$ cat config.mk
export PLATFORM = sky130hd
export DESIGN_NAME = htfe_ctrl
export DESIGN_NICKNAME = d
export VERILOG_FILES = /design/src/rtl/htfe_pkg.sv /design/src/rtl/htfe_ctrl.sv
export SDC_FILE = /design/constraint.sdc
export NUM_CORES = 1
export LEC_CHECK = 0
export ABC_AREA = 1
export BUFFER_PORTS_ARGS = -buffer_cell sky130_fd_sc_hd__buf_2
export CORE_MARGIN = 1
export CORE_UTILIZATION = 55
export DETAILED_ROUTE_END_ITERATION = 10
export PLACE_DENSITY = 0.94
export SLEW_MARGIN = 25
export SYNTH_ARGS = -nofsm -noshare
export SYNTH_HDL_FRONTEND = slang
export SYNTH_SLANG_ARGS = --single-unit
$ cat constraint.sdc
create_clock -name i_clk -period 2.75 [get_ports i_clk]
set_input_delay 0.275 -clock i_clk [delete_from_list [all_inputs] [get_ports i_clk]]
set_output_delay 0.275 -clock i_clk [all_outputs]
set_load 0.05 [all_outputs]
$ cat src/rtl/htfe_pkg.sv
// Shared types and constants of the hashed transition state machine engine.
package htfe_pkg;

    localparam int KEY_W      = 16;
    localparam int REM_CNT_W  = 5;
    localparam int CFG_IDX_W  = 2;
    localparam int CFG_DATA_W = 8;
    localparam int STATE_W    = 8;
    localparam int EVENT_W    = 8;
    localparam int ACT_W      = 6;
    localparam int SLOT_W     = 6;
    localparam int SIZE_W     = 7;
    localparam int STATUS_W   = 3;

    localparam logic [SIZE_W-1:0]  CFG_SIZE_RST = 7'd64;
    localparam logic [STATE_W-1:0] CFG_INIT_RST = 8'd0;
    localparam logic [EVENT_W-1:0] CFG_ERR_RST  = 8'd255;

    typedef enum logic [CFG_IDX_W-1:0] {
        CFG_TABLE_SIZE    = 2'd0,
        CFG_INITIAL_STATE = 2'd1,
        CFG_ERROR_EVENT   = 2'd2
    } t_cfg_idx;

    typedef enum logic [1:0] {
        FN_DEFINE = 2'd0,
        FN_EVENT  = 2'd1,
        FN_CLEAR  = 2'd2
    } t_func;

    typedef enum logic [STATUS_W-1:0] {
        ST_TAKEN       = 3'd0,
        ST_ERROR_TAKEN = 3'd1,
        ST_UNHANDLED   = 3'd2,
        ST_DEFINED     = 3'd3,
        ST_FULL        = 3'd4,
        ST_CLEARED     = 3'd5
    } t_status;

    typedef struct packed {
        logic               valid;
        logic [STATE_W-1:0] src;
        logic [EVENT_W-1:0] evt;
        logic [STATE_W-1:0] dst;
        logic [ACT_W-1:0]   act;
    } t_entry;

    typedef struct packed {
        logic load;
        logic load_def;
        logic rem_start;
        logic walk_start;
        logic walk;
        logic free_mode;
        logic set_err;
        logic write;
        logic take;
        logic clr_step;
        logic reload;
    } t_cmd;

    typedef struct packed {
        logic rem_done;
        logic hit;
        logic miss;
        logic clr_last;
    } t_sts;

endpackage

$ cat src/rtl/htfe_ctrl.sv
// Controller: sequences hashing, probe walks, table sweeps and result hand-off.
module htfe_ctrl (
    input  logic              i_clk,
    input  logic              i_rst_n,
    input  logic              i_in_valid,
    input  logic [1:0]        i_func,
    input  logic              i_out_free,
    input  htfe_pkg::t_sts    i_sts,
    output logic              o_in_ready,
    output logic              o_push,
    output htfe_pkg::t_status o_status,
    output htfe_pkg::t_cmd    o_cmd
);
    import htfe_pkg::*;

    typedef enum logic [6:0] {
        S_INIT   = 7'b0000001,
        S_IDLE   = 7'b0000010,
        S_START  = 7'b0000100,
        S_HASH   = 7'b0001000,
        S_WALK   = 7'b0010000,
        S_CLEAR  = 7'b0100000,
        S_RESULT = 7'b1000000
    } t_state;

    t_state  r_state, n_state;
    t_func   r_func, n_func;
    logic    r_second, n_second;
    t_status r_status, n_status;

    always_comb begin
        n_state    = r_state;
        n_func     = r_func;
        n_second   = r_second;
        n_status   = r_status;
        o_cmd      = '0;
        o_in_ready = (r_state == S_IDLE);
        o_push     = 1'b0;
        unique case (r_state)
            S_INIT: begin
                o_cmd.clr_step = 1'b1;
                if (i_sts.clr_last) n_state = S_IDLE;
            end
            S_IDLE: begin
                if (i_in_valid) begin
                    o_cmd.load     = 1'b1;
                    o_cmd.load_def = (i_func == FN_DEFINE);
                    n_second       = 1'b0;
                    n_func         = t_func'(i_func);
                    unique case (i_func)
                        FN_DEFINE, FN_EVENT: n_state = S_START;
                        FN_CLEAR:            n_state = S_CLEAR;
                        default:             n_state = S_IDLE;   // drop unused code
                    endcase
                end
            end
            S_START: begin
                o_cmd.rem_start = 1'b1;
                n_state         = S_HASH;
            end
            S_HASH: begin
                if (i_sts.rem_done) begin
                    o_cmd.walk_start = 1'b1;
                    n_state          = S_WALK;
                end
            end
            S_WALK: begin
                o_cmd.free_mode = (r_func == FN_DEFINE);
                o_cmd.walk      = !i_sts.hit;
                if (i_sts.hit) begin
                    n_state = S_RESULT;
                    if (r_func == FN_DEFINE) begin
                        o_cmd.write = 1'b1;
                        n_status    = ST_DEFINED;
                    end else begin
                        o_cmd.take = 1'b1;
                        n_status   = r_second ? ST_ERROR_TAKEN : ST_TAKEN;
                    end
                end else if (i_sts.miss) begin
                    priority if (r_func == FN_DEFINE) begin
                        n_status = ST_FULL;
                        n_state  = S_RESULT;
                    end else if (!r_second) begin
                        o_cmd.set_err = 1'b1;
                        n_second      = 1'b1;
                        n_state       = S_START;
                    end else begin
                        n_status = ST_UNHANDLED;
                        n_state  = S_RESULT;
                    end
                end
            end
            S_CLEAR: begin
                o_cmd.clr_step = 1'b1;
                if (i_sts.clr_last) begin
                    o_cmd.reload = 1'b1;
                    n_status     = ST_CLEARED;
                    n_state      = S_RESULT;
                end
            end
            S_RESULT: begin
                if (i_out_free) begin
                    o_push  = 1'b1;
                    n_state = S_IDLE;
                end
            end
            default: n_state = S_INIT;
        endcase
    end

    always_ff @(posedge i_clk) begin
        if (!i_rst_n) begin
            r_state  <= S_INIT;
            r_func   <= FN_DEFINE;
            r_second <= 1'b0;
            r_status <= ST_TAKEN;
        end else begin
            r_state  <= n_state;
            r_func   <= n_func;
            r_second <= n_second;
            r_status <= n_status;
        end
    end

    assign o_status = r_status;
endmodule

Word-level counts from Yosys, hierarchy flattened
Cells that the tools add are included.

word-level totals
  flip-flop bits (word level) = 13
  input bits = 10
  output and inout port bits = 16
  word-level logic and storage cells = 76

cells by class
  equality and inequality tests = 19
  mux-type cells = 42
  reduce and logical (&&, ||, !) cells = 11

operators with widths
  cell                                                              number
  7-bit 2-to-1 mux                                                  9
  7-bit one-hot mux with 7 select lines                             1
  1-bit 2-to-1 mux                                                  19
  2-bit inequality test (second input constant)                     8
  3-bit 2-to-1 mux                                                  5
  6-bit one-hot mux with 2 select lines                             1
  2-bit 2-to-1 mux                                                  4
  7-bit by 1-bit == test with 1-bit output (second input constant)  1
  7-bit by 2-bit == test with 1-bit output (second input constant)  1
  7-bit by 3-bit == test with 1-bit output (second input constant)  1
  7-bit by 4-bit == test with 1-bit output (second input constant)  1
  7-bit by 5-bit == test with 1-bit output (second input constant)  1
  7-bit by 6-bit == test with 1-bit output (second input constant)  1
  7-bit == test (second input constant)                             1
  3-bit one-hot mux with 2 select lines                             1
  6-bit AND reduction                                               1
  5-bit 2-to-1 mux                                                  1
  5-bit AND reduction                                               1
  2-bit logical NOT                                                 2
  4-bit inequality test (second input constant)                     1
  4-bit AND reduction                                               1
  2-bit nonzero test                                                2
  2-bit OR reduction                                                2
  3-bit inequality test (second input constant)                     1
  other kinds (5)                                                   5

Longest topological paths before layout
  word-level depth = 5
  mapped depth = 10
  gate-level depth less buffers = 10

Worst setup path after synthesis
No wires, ideal clock.

  path type = register to output
  start = register r_state[5]
  end = output port o_cmd[9] (netlist bit)
  data arrival time = 2101 ps
  required time = 2475 ps
  setup slack = 374 ps
  cell stages (with the launch flop) = 8
  path buffers = 0
  cells stage by stage = dfxtp_1 inv_2 nand2_1 nor2_4 nand2_2 inv_2 nand2_2 nor3_1

RTL lines
  item                    RTL line          source
  start, declared         htfe_ctrl.sv:26   t_state r_state, n_state;
  start signal, assigned  htfe_ctrl.sv:118  r_state <= n_state;
  end, declared           htfe_ctrl.sv:12   output htfe_pkg::t_cmd o_cmd

==> flow_summary.yaml <==
run_status:
  status: "finished with violations"
  failed_checks: "design-rule violations"
logic_synthesis:
  postSynthCellCount: 156
  ys_seq_area_frac: 0.266
  yosys_warnings: 0
  synth_edf_count: 0
  async_flop_share: 0
  synth_commonest_cells: "nor2_1 (35), nand2_1 (30), inv_1 (16)"
  synth_most_common_cell: "nor2_1"
  synth-seq-cells: 13
  synthFlopType: "dfxtp_1"
  syn-cell-area_um2: 978
  syn_nets: 169
  ys_top_cells_by_area: "dfxtp_1 (27%), nor2_1 (13%), nand2_1 (12%)"
  synth_top_area_cell: "dfxtp_1"
  yosys.area.top_type_share: 0.266
  syn_area_per_cell_um2: 6.27
  netlist-cell-type-count: 22
global_route:
  antenna_found_initial: 0
  track_usage: 0.259
  grt_pass1_vias: 975
  grt_overflow: 0
  grt_pass1_wl_um: 3750
  grt_max_degree: 9
placed_design:
  place_congestion: 0.919
  hpwl_um: 1860
  portBuffers: 25
final_layout:
  n_antenna_cell: 0
  finalNetCount: 198
  final_util: 0.726
  drive_above_1_share: 0.321
  syn_to_final_growth_pct: 17.0
clock_tree:
  postCtsSetupRepairBufs: 0
  cts.clk_slew.worst_paths_ps: 80
  tritoncts: "done"
  worstSkewPairLatency_ps: 290
  cts_hold_buf: 0
  cts_max_level: 1
  cts_resized: 0
  cts_root_buffer: "clkbuf_4"
  cts_buffer_depth: 2
  numCtsBuffers: 3
  clock_sinks: 13
routing:
  drtIter0Drc: 48
  via_per_inst: 5.36
  dr.pass1.iters: 8
  dr_total_vias: 1071
  wl_per_cell_um: 10.8
  drc_errors: 1
  wirelength_um: 2160
  ant_nets: 0
sta:
  slew_violations: 0
  fin_tns_setup_ps: 0
  max_freq_mhz: 514
  fin_worst_skew_ps: 7.22
  hold_viol_final: 0
  post-route-period-util: 0.708
  max_slew.worst_pin.slew_ps: 324
  slew_headroom: 0.783
  rsz0062_at_grt: "no"
  fin_crit_ps: 1950
  final-setup-viol-count: 0
critical_path:
  cp_slowest_stage_delay_ps: 440
  crit_path_start_kind: "flop"
  critPathCaptureType: "primary output"
  cpMostUsedCell: "nand2_2"
  worstPathCellList: "nand2_1 > nor2_1 > nand2_2 > inv_2 > nand2_2 > nor3_1 > buf_2"
  r2r_end: "o_status[1]"
  crit_start: "r_state[1]"
  r2r-start: "r_state[0]"
  path_max_fanout: 5
  reg2reg_depth: 8
  r2r_slack_ps: 1330
  cp_slowest_cell: "dfxtp_1"
  critical_path_class: "flop to primary output"
  crit_required_ps: 2480
  arrival_ps: 1670
worst_hold_path:
  hold_depth: 2
  holdPathEnd: "r_state[0]"
  min_from: "i_rst_n"
  hp-class: "input pin to flop"
floorplan:
  coreArea_mm2: 0.00158
  row_count: 14
  die-area_mm2: 0.00195
  die_x_um: 44.2
  pin_count: 26
  fp.dieH_um: 44.2
  floorplan.initialDensity: 0.621
pwr:
  power.leakage_nw: 0.649
  ir_drop_v: 0.000572
  power-per-cell-area_mw_per_mm2: 693
run:
  max_cap_violations: 0
how the worst max path moves through the flow:
stage                    end  slack [ps]
CTS                 o_cmd[9]         820
global route        o_cmd[9]         680
detailed placement  o_cmd[9]        1130
floorplan           o_cmd[9]         370
finish              o_cmd[9]         800
global placement    o_cmd[0]        1180
flip-flops by register name, summed over array words and instances, names as in the netlist:
name / count
o_status: 3
r_func: 2
r_second: 1
r_state: 7
per-layer routing:
metal  wire (um)  share of wire  vias to the layer above  GRT usage
met3         129          0.060                        6     0.0367
met2        1120           0.52                       44      0.453
met5           0              0                        -          0
met4          35          0.016                        0      0.158
li1            -              -                      538          -
met1         878           0.41                      483      0.294
per-stage QoR:
stage	setup WS, ps	hold WS, ps	total power (W)	instances	cell area [um2]
6_report	804	247	0.000793	200	1140
5_1_grt	683	263	0.000848	200	1140
4_1_cts	821	252	0.000793	200	1140
3_5_place_dp	1130	466	0.000677	196	1120
3_3_place_gp	1180	454	0.000665	196	1120
2_1_floorplan	374	420	0.000593	156	978
cells by family (layout without fill, tap and decap cells):
group,Yosys count,count (layout),synth area share
AO/OA/AOI/OAI,12,12,0.0703
buffers and inverters,27,55,0.105
flip-flops,13,13,0.266
adder cells (fa/ha/maj),3,3,0.0384
AND/OR/NAND/NOR,101,101,0.520
critical path: cells and delay by family, from the launching register on:
family                 cells  cell delay, ps
buffers and inverters      2             370
DFF                        1             440
and+or+nand+nor            5             560
final cells by class:
cell class              instances  area [um2]
multi-input cells             116         616
fillers                       129         432
flip-flops and latches         13         260
repair buffers                 25         125
inverters                      26        97.6
clock buffers                   4        26.3
well taps                      16        20.0
cell usage in the layout, fill, tap and decap left out, drive strengths merged:
cell / Yosys / final
nor3: 3 / 3
nand4: 1 / 1
nand2: 37 / 37
clkbuf: 1 / 4
a31oi: 1 / 1
nand3b: 2 / 2
nor2: 44 / 44
o21ai: 4 / 4
dfxtp: 13 / 13
inv: 26 / 26
nand3: 14 / 14
buf: 0 / 25
a21oi: 7 / 7
ha: 3 / 3
power by group:
part           internal [W]  total, W  switching (W)
clock             0.0000564  0.000120      0.0000639
sequential         0.000215  0.000248      0.0000328
combinational      0.000129  0.000424       0.000296
No activity file was read; power rests on OpenSTA's default activity.
