[src/rtl/htfe_pkg.sv]
// Shared types and constants of the hashed transition state machine engine.
package htfe_pkg;

    localparam int KEY_W      = 16;
    localparam int REM_CNT_W  = 5;
    localparam int CFG_IDX_W  = 2;
    localparam int CFG_DATA_W = 8;
    localparam int STATE_W    = 8;
    localparam int EVENT_W    = 8;
    localparam int ACT_W      = 6;
    localparam int SLOT_W     = 6;
    localparam int SIZE_W     = 7;
    localparam int STATUS_W   = 3;

    localparam logic [SIZE_W-1:0]  CFG_SIZE_RST = 7'd64;
    localparam logic [STATE_W-1:0] CFG_INIT_RST = 8'd0;
    localparam logic [EVENT_W-1:0] CFG_ERR_RST  = 8'd255;

    typedef enum logic [CFG_IDX_W-1:0] {
        CFG_TABLE_SIZE    = 2'd0,
        CFG_INITIAL_STATE = 2'd1,
        CFG_ERROR_EVENT   = 2'd2
    } t_cfg_idx;

    typedef enum logic [1:0] {
        FN_DEFINE = 2'd0,
        FN_EVENT  = 2'd1,
        FN_CLEAR  = 2'd2
    } t_func;

    typedef enum logic [STATUS_W-1:0] {
        ST_TAKEN       = 3'd0,
        ST_ERROR_TAKEN = 3'd1,
        ST_UNHANDLED   = 3'd2,
        ST_DEFINED     = 3'd3,
        ST_FULL        = 3'd4,
        ST_CLEARED     = 3'd5
    } t_status;

    typedef struct packed {
        logic               valid;
        logic [STATE_W-1:0] src;
        logic [EVENT_W-1:0] evt;
        logic [STATE_W-1:0] dst;
        logic [ACT_W-1:0]   act;
    } t_entry;

    typedef struct packed {
        logic load;
        logic load_def;
        logic rem_start;
        logic walk_start;
        logic walk;
        logic free_mode;
        logic set_err;
        logic write;
        logic take;
        logic clr_step;
        logic reload;
    } t_cmd;

    typedef struct packed {
        logic rem_done;
        logic hit;
        logic miss;
        logic clr_last;
    } t_sts;

endpackage

[src/rtl/htfe_rem.sv]
// Bit-serial remainder unit: home slot of a 16-bit key modulo the live table size.
module htfe_rem #(
    parameter int TABLE_DEPTH = 64
) (
    input  logic                                i_clk,
    input  logic                                i_rst_n,
    input  logic                                i_start,
    input  logic [htfe_pkg::KEY_W-1:0]          i_key,
    input  logic [$clog2(TABLE_DEPTH+1)-1:0]    i_mod,
    output logic                                o_done,
    output logic [$clog2(TABLE_DEPTH)-1:0]      o_rem
);
    import htfe_pkg::*;

    localparam int AW = $clog2(TABLE_DEPTH);
    localparam int NW = $clog2(TABLE_DEPTH + 1);

    logic [REM_CNT_W-1:0] r_cnt;
    logic                 r_done;
    logic [NW-1:0]        r_rem;
    logic [KEY_W-1:0]     r_key;
    logic [NW:0]          w_trial;
    logic [NW:0]          w_diff;

    assign w_trial = {r_rem, r_key[KEY_W-1]};
    assign w_diff  = w_trial - {1'b0, i_mod};

    always_ff @(posedge i_clk) begin
        if (!i_rst_n) begin
            r_cnt  <= '0;
            r_done <= 1'b0;
        end else begin
            r_done <= (r_cnt == REM_CNT_W'(1));
            if (i_start) begin
                r_cnt <= REM_CNT_W'(KEY_W);
            end else if (r_cnt != '0) begin
                r_cnt <= r_cnt - 1'b1;
            end
        end
    end

    // one key bit per cycle: shift in, subtract the modulus when it fits
    always_ff @(posedge i_clk) begin
        if (i_start) begin
            r_rem <= '0;
            r_key <= i_key;
        end else if (r_cnt != '0) begin
            r_rem <= (w_trial >= {1'b0, i_mod}) ? w_diff[NW-1:0] : w_trial[NW-1:0];
            r_key <= r_key << 1;
        end
    end

    assign o_done = r_done;
    assign o_rem  = r_rem[AW-1:0];
endmodule

[src/rtl/htfe_dp.sv]
// Datapath: transition memory, probe walker, key registers and current state.
module htfe_dp #(
    parameter int TABLE_DEPTH = 64
) (
    input  logic                               i_clk,
    input  logic                               i_rst_n,
    input  htfe_pkg::t_cmd                     i_cmd,
    output htfe_pkg::t_sts                     o_sts,
    input  logic [htfe_pkg::STATE_W-1:0]       i_src_state,
    input  logic [htfe_pkg::EVENT_W-1:0]       i_event_id,
    input  logic [htfe_pkg::STATE_W-1:0]       i_dest_state,
    input  logic [htfe_pkg::ACT_W-1:0]         i_handler_id,
    input  logic [htfe_pkg::SIZE_W-1:0]        i_table_size,
    input  logic [htfe_pkg::STATE_W-1:0]       i_initial_state,
    input  logic [htfe_pkg::EVENT_W-1:0]       i_error_event,
    output logic [$clog2(TABLE_DEPTH)-1:0]     o_slot,
    output logic [htfe_pkg::ACT_W-1:0]         o_action,
    output logic [htfe_pkg::STATE_W-1:0]       o_state
);
    import htfe_pkg::*;

    localparam int AW = $clog2(TABLE_DEPTH);
    localparam int NW = $clog2(TABLE_DEPTH + 1);
    localparam int CW = (NW > SIZE_W) ? NW : SIZE_W;

    t_entry             r_mem [TABLE_DEPTH];
    t_entry             r_rd_data;
    logic [AW-1:0]      r_rd_slot;
    logic               r_rd_vld;
    logic [AW-1:0]      r_pslot;
    logic [NW-1:0]      r_pcnt;
    logic [AW-1:0]      r_clr_idx;
    logic [STATE_W-1:0] r_cur;
    logic [STATE_W-1:0] r_key_src;
    logic [EVENT_W-1:0] r_key_evt;
    logic [STATE_W-1:0] r_dst;
    logic [ACT_W-1:0]   r_act;

    logic [NW-1:0]      w_n;
    logic [CW-1:0]      w_size_ext;
    logic [AW-1:0]      w_home;
    logic               w_rem_done;
    logic               w_issue;
    logic [NW-1:0]      w_pslot_inc;
    logic [AW-1:0]      w_next;
    logic               w_match;
    logic               w_clr_last;

    // clamp the configured size into 1..TABLE_DEPTH
    assign w_size_ext = CW'(i_table_size);
    always_comb begin
        priority if (i_table_size == '0) begin
            w_n = NW'(1);
        end else if (w_size_ext > CW'(TABLE_DEPTH)) begin
            w_n = NW'(TABLE_DEPTH);
        end else begin
            w_n = w_size_ext[NW-1:0];
        end
    end

    htfe_rem #(.TABLE_DEPTH(TABLE_DEPTH)) u_rem (
        .i_clk   (i_clk),
        .i_rst_n (i_rst_n),
        .i_start (i_cmd.rem_start),
        .i_key   ({r_key_evt, r_key_src}),
        .i_mod   (w_n),
        .o_done  (w_rem_done),
        .o_rem   (w_home)
    );

    assign w_issue     = (r_pcnt != w_n);
    assign w_pslot_inc = NW'(r_pslot) + NW'(1);
    assign w_next      = (w_pslot_inc == w_n) ? '0 : w_pslot_inc[AW-1:0];
    assign w_clr_last  = (r_clr_idx == AW'(TABLE_DEPTH - 1));

    always_comb begin
        if (i_cmd.free_mode) begin
            w_match = r_rd_vld && !r_rd_data.valid;
        end else begin
            w_match = r_rd_vld && r_rd_data.valid && (r_rd_data.src == r_key_src)
                      && (r_rd_data.evt == r_key_evt);
        end
    end

    always_ff @(posedge i_clk) begin
        if (!i_rst_n) begin
            r_cur     <= CFG_INIT_RST;
            r_rd_vld  <= 1'b0;
            r_clr_idx <= '0;
        end else begin
            if (i_cmd.reload) begin
                r_cur <= i_initial_state;
            end else if (i_cmd.take) begin
                r_cur <= r_rd_data.dst;
            end
            if (i_cmd.walk_start) begin
                r_rd_vld <= 1'b0;
            end else if (i_cmd.walk) begin
                r_rd_vld <= w_issue;
            end
            if (i_cmd.clr_step) begin
                r_clr_idx <= w_clr_last ? '0 : r_clr_idx + 1'b1;
            end
        end
    end

    always_ff @(posedge i_clk) begin
        if (i_cmd.load) begin
            r_key_src <= i_cmd.load_def ? i_src_state : r_cur;
            r_key_evt <= i_event_id;
            r_dst     <= i_dest_state;
            r_act     <= i_handler_id;
        end else if (i_cmd.set_err) begin
            r_key_evt <= i_error_event;
        end
        if (i_cmd.walk_start) begin
            r_pslot <= w_home;
            r_pcnt  <= '0;
        end else if (i_cmd.walk && w_issue) begin
            r_pslot <= w_next;
            r_pcnt  <= r_pcnt + 1'b1;
        end
    end

    // one write port, one registered read port
    always_ff @(posedge i_clk) begin
        if (i_cmd.write) begin
            r_mem[r_rd_slot] <= '{valid: 1'b1, src: r_key_src, evt: r_key_evt,
                                  dst: r_dst, act: r_act};
        end else if (i_cmd.clr_step) begin
            r_mem[r_clr_idx] <= '0;
        end
        if (i_cmd.walk && w_issue) begin
            r_rd_data <= r_mem[r_pslot];
            r_rd_slot <= r_pslot;
        end
    end

    assign o_sts.rem_done = w_rem_done;
    assign o_sts.hit      = w_match;
    assign o_sts.miss     = !r_rd_vld && (r_pcnt == w_n);
    assign o_sts.clr_last = w_clr_last;

    assign o_slot   = r_rd_slot;
    assign o_action = r_rd_data.act;
    assign o_state  = r_cur;
endmodule

[config.mk]
export PLATFORM = sky130hd
export DESIGN_NAME = htfe_dp
export DESIGN_NICKNAME = d
export VERILOG_FILES = /design/src/rtl/htfe_pkg.sv /design/src/rtl/htfe_rem.sv /design/src/rtl/htfe_dp.sv
export SDC_FILE = /design/constraint.sdc
export NUM_CORES = 2
export LEC_CHECK = 0
export BUFFER_PORTS_ARGS = -buffer_cell sky130_fd_sc_hd__buf_4
export CAP_MARGIN = 10
export CELL_PAD_IN_SITES_DETAIL_PLACEMENT = 2
export CELL_PAD_IN_SITES_GLOBAL_PLACEMENT = 2
export CORE_MARGIN = 2
export CORE_UTILIZATION = 54
export DETAILED_ROUTE_END_ITERATION = 8
export HOLD_SLACK_MARGIN = 0.02
export PLACE_DENSITY = 0.84
export SYNTH_ARGS = -nofsm -noshare
export SYNTH_HDL_FRONTEND = slang
export SYNTH_SLANG_ARGS = --single-unit
[constraint.sdc]
create_clock -name i_clk -period 11.8 [get_ports i_clk]
set_input_delay 2.36 -clock i_clk [delete_from_list [all_inputs] [get_ports i_clk]]
set_output_delay 2.36 -clock i_clk [all_outputs]
set_load 0.02 [all_outputs]
==> flow_summary.toml, run 1 <==
[synth]
postSynthCellCount = 3919
synth.area.top_cells = "edfxtp_1, mux4_2, mux2i_1"
yosysMostFrequentCell = "edfxtp_1"
synth_cell_type_count = 64
synth_fp_nets = 3999
ys_ff_latch = 2108
yosys_warnings = 0
synth_area_sq_mm = 0.0818
synth-main-ff-cell = "edfxtp_1"
ys_seq_area_share_pct = 77.0
synth_edf_count = 2073
ys_top_cells_by_count = "edfxtp_1, mux4_2, mux2i_1"
syn_avg_cell_area_sq_um = 20.9
yosysTopAreaCellShare_pct = 76.1
async_flop_share_pct = 0
yosys.area.top_type = "edfxtp_1"

[outcome]
stop_stage = "3_5_place_dp"
status = "aborted with a tool error"
error = "[ERROR DPL-0033] detailed placement checks failed during check placement."

[floorplanning]
dieHeight_um = 393
num_io_pins = 90
die_w_um = 393
num_rows = 142
start_util_pct = 54.5

[placement]
port_buffers = 89
place.gp.congestion = 0.872
dp_hpwl_um = 218000
==> per-stage QoR <==
| stage | setup WS (ps) | cell area, sq um | cells |
|---|---|---|---|
| after floorplan | 5690 | 81800 | 3919 |
| after global placement | 5170 | 85100 | 5899 |
==> cells by family after synthesis <==
group,synth area share (%)
xor gates and xnor gates,0.372
and+or+nand+nor,2.34
adders and majority gates,0.223
muxes,15.1
DFF,77.0
buffers and inverters,1.54
AOI/OAI and AO/OA,3.44
==> run 2: changes to the inputs <==
CELL_PAD_IN_SITES_DETAIL_PLACEMENT = unset   (was 2)
CELL_PAD_IN_SITES_GLOBAL_PLACEMENT = unset   (was 2)
CORE_UTILIZATION = 40   (was 54)
HOLD_SLACK_MARGIN = unset   (was 0.02)
PLACE_DENSITY = unset   (was 0.84)
PLACE_DENSITY_LB_ADDON = 0.15   (was unset)
==> flow_summary.toml, run 2 <==
[synth]
yosysMostFrequentCell = "edfxtp_1"
postSynthCellCount = 3919
ys_top_cells_by_count = "edfxtp_1, mux4_2, mux2i_1"
yosys.area.top_type = "edfxtp_1"
yosys_warnings = 0
synth-main-ff-cell = "edfxtp_1"
synth.area.top_cells = "edfxtp_1, mux4_2, mux2i_1"
ys_ff_latch = 2108
async_flop_share_pct = 0
synth_fp_nets = 3999
synth_edf_count = 2073
synth_area_sq_mm = 0.0818
synth_cell_type_count = 64
ys_seq_area_share_pct = 77.0
yosysTopAreaCellShare_pct = 76.1
syn_avg_cell_area_sq_um = 20.9

[drt]
firstDrtPassIters = 5
drt_wl_total_um = 232000
wl_per_cell_um = 33.5
drt_iter0_drc = 4895
antenna_left = 0
vias = 40000
drc = 0
vias_per_cell = 5.78

[hold_path]
hold_end = "u_rem.r_rem[6]"
hold_path.startpoint = "u_rem.r_rem[6]"
hold_class = "flop to flop"
whs_path_depth = 1

[critical_path]
cp-startpoint = "i_table_size[6]"
arrival_ps = 4210
rrSetupSlack_ps = 7100
r2r-start = "r_pslot[1]"
crit_path_start_kind = "input port"
r2r-end = "r_rd_data[27]"
critPathCaptureType = "output pin"
required_ps = 9440
worstPathMaxFanout = 12
critPathKind = "input port to output pin"
ff2ff_path_depth = 8

[power_and_ir_drop]
cellPowerDensity_mw_per_mm2 = 218
irDropWorstVdd_uv = 178
power.static_leakage_nw = 29.0

[placement]
place.gp.congestion = 0.853
dp_hpwl_um = 135000
place_ws_ps = 5250
placed_cells = 6542
port_buffers = 89

[timing]
finalCritPeriodShare_pct = 55.7
tns_ps = 0
finalWorstSetupSlack_ps = 5230
hold_viol_final = 0
relSlewSlack_pct = 14.7
worst_pin_slew_ps = 1270
slew_violations = 0
period_needed_ps = 6570
fmax_mhz = 152
skew_ps = 27.7
grt_setup_unrepaired = "no"
setup_viol = 0

[floorplanning]
num_io_pins = 90
core_area_sq_mm = 0.203
num_rows = 165
dieHeight_um = 456
start_util_pct = 40.3
die_area_sq_mm = 0.208
die_w_um = 456

[layout]
drive_gt1_share_pct = 23.7
top_regs = "r_mem: 1984 flops, r_rd_data: 25 flops, u_rem.r_key: 16 flops"
fin_nets = 4166
syn_to_final_growth_pct = 13.0
layout_commonest_cell = "edfxtp_1"
stdcell_count = 6933
largest_register_ffs = 1984
num-fill-cells = 17000
largest_register = "r_mem"
mostFrequentLayoutCells = "edfxtp_1, mux4_2, mux2i_1"

[grt]
grt_pass1_wl_um = 319000
grt.overflow.total = 0
grt_usage_pct = 22.0
grt_pass1_vias = 39300
antenna_found_initial = 13
grt_start_max_net_pins = 104

[clock_network]
cts_tree = "built"
cts_setup_buffers = 0
clock_sinks = 2108
post_cts_resized = 0
cts-hold-fix-buffers = 0
clk_pin_slew_worst_paths_ps = 60
cts_root_buf = "clkbuf_16"
cts_buffers = 213
insertion_delay_ps = 850
cts.path.max_buffers = 3
htreeDepth = 4

[job]
drv_cap = 0

[outcome]
status = "finished clean"
[run 2: cell counts after synthesis]
No cell type changed its count.
[run 2: worst max-delay path by stage]
| stage | endpoint | slack, ps | depth (start not counted) |
|---|---|---|---|
| finish | o_sts[1] | 5230 | 7 |
| global route | o_sts[1] | 5050 | 7 |
| CTS | o_sts[1] | 5250 | 7 |
| detailed placement | o_sts[1] | 5250 | 7 |
| global placement | o_sts[1] | 5220 | 7 |
| floorplan | o_sts[1] | 5690 | 6 |
[run 2: critical path, stage by stage]
cell	delay [ps]
buf_4	150
inv_1	180
a22oi_1	240
a221oi_1	720
nand2_1	250
nor2_1	150
buf_4	160
[run 2: metrics by stage]
step | power, mW | instance area, sq um | hold slack (ps) | utilization, %
2_1_floorplan | 11.8 | 81800 | 424 | -
3_3_place_gp | 13.9 | 85900 | 469 | 42.4
3_5_place_dp | 13.9 | 85900 | 472 | 42.4
4_1_cts | 20.2 | 92400 | 489 | 45.6
5_1_grt | 20.7 | 92400 | 521 | 45.6
6_report | 20.1 | 92400 | 489 | 45.6
[run 2: metal layers]
metal	global-route usage [%]	vias to the layer above	part of all wire [%]
met2	34.4	1572	47
li1	-	16700	-
met1	31.3	21500	43
met5	0	-	0.0082
met4	6.71	2	3.0
met3	4.36	277	7.3
[run 2: kinds of logic after synthesis]
group | after synthesis | synth area share [%]
XOR/XNOR | 33 | 0.372
buffers and inverters | 235 | 1.54
AND/OR/NAND/NOR | 400 | 2.34
flip-flops | 2108 | 77.0
multiplexers | 730 | 15.1
adder cells (fa/ha/maj) | 14 | 0.223
AO/OA/AOI/OAI | 399 | 3.44
[run 2: layout make-up]
type / count / area [sq um] / area share [%]
sequential: 2108 / 63000 / 68.1
tap: 2672 / 3340 / 3.62
clock buffer: 278 / 5680 / 6.15
clock inverter: 103 / 754 / 0.817
inverter: 14 / 52.6 / 0.0569
antenna: 9 / 22.5 / 0.0244
multi-input combinational: 1576 / 18200 / 19.7
timing repair buffer: 173 / 1370 / 1.49
[run 2: power by group]
group          internal (mW)  switching [mW]
sequential              8.61           0.156
clock                   3.55            2.81
combinational           1.70            3.27
Power figures use the tool's default switching activity.
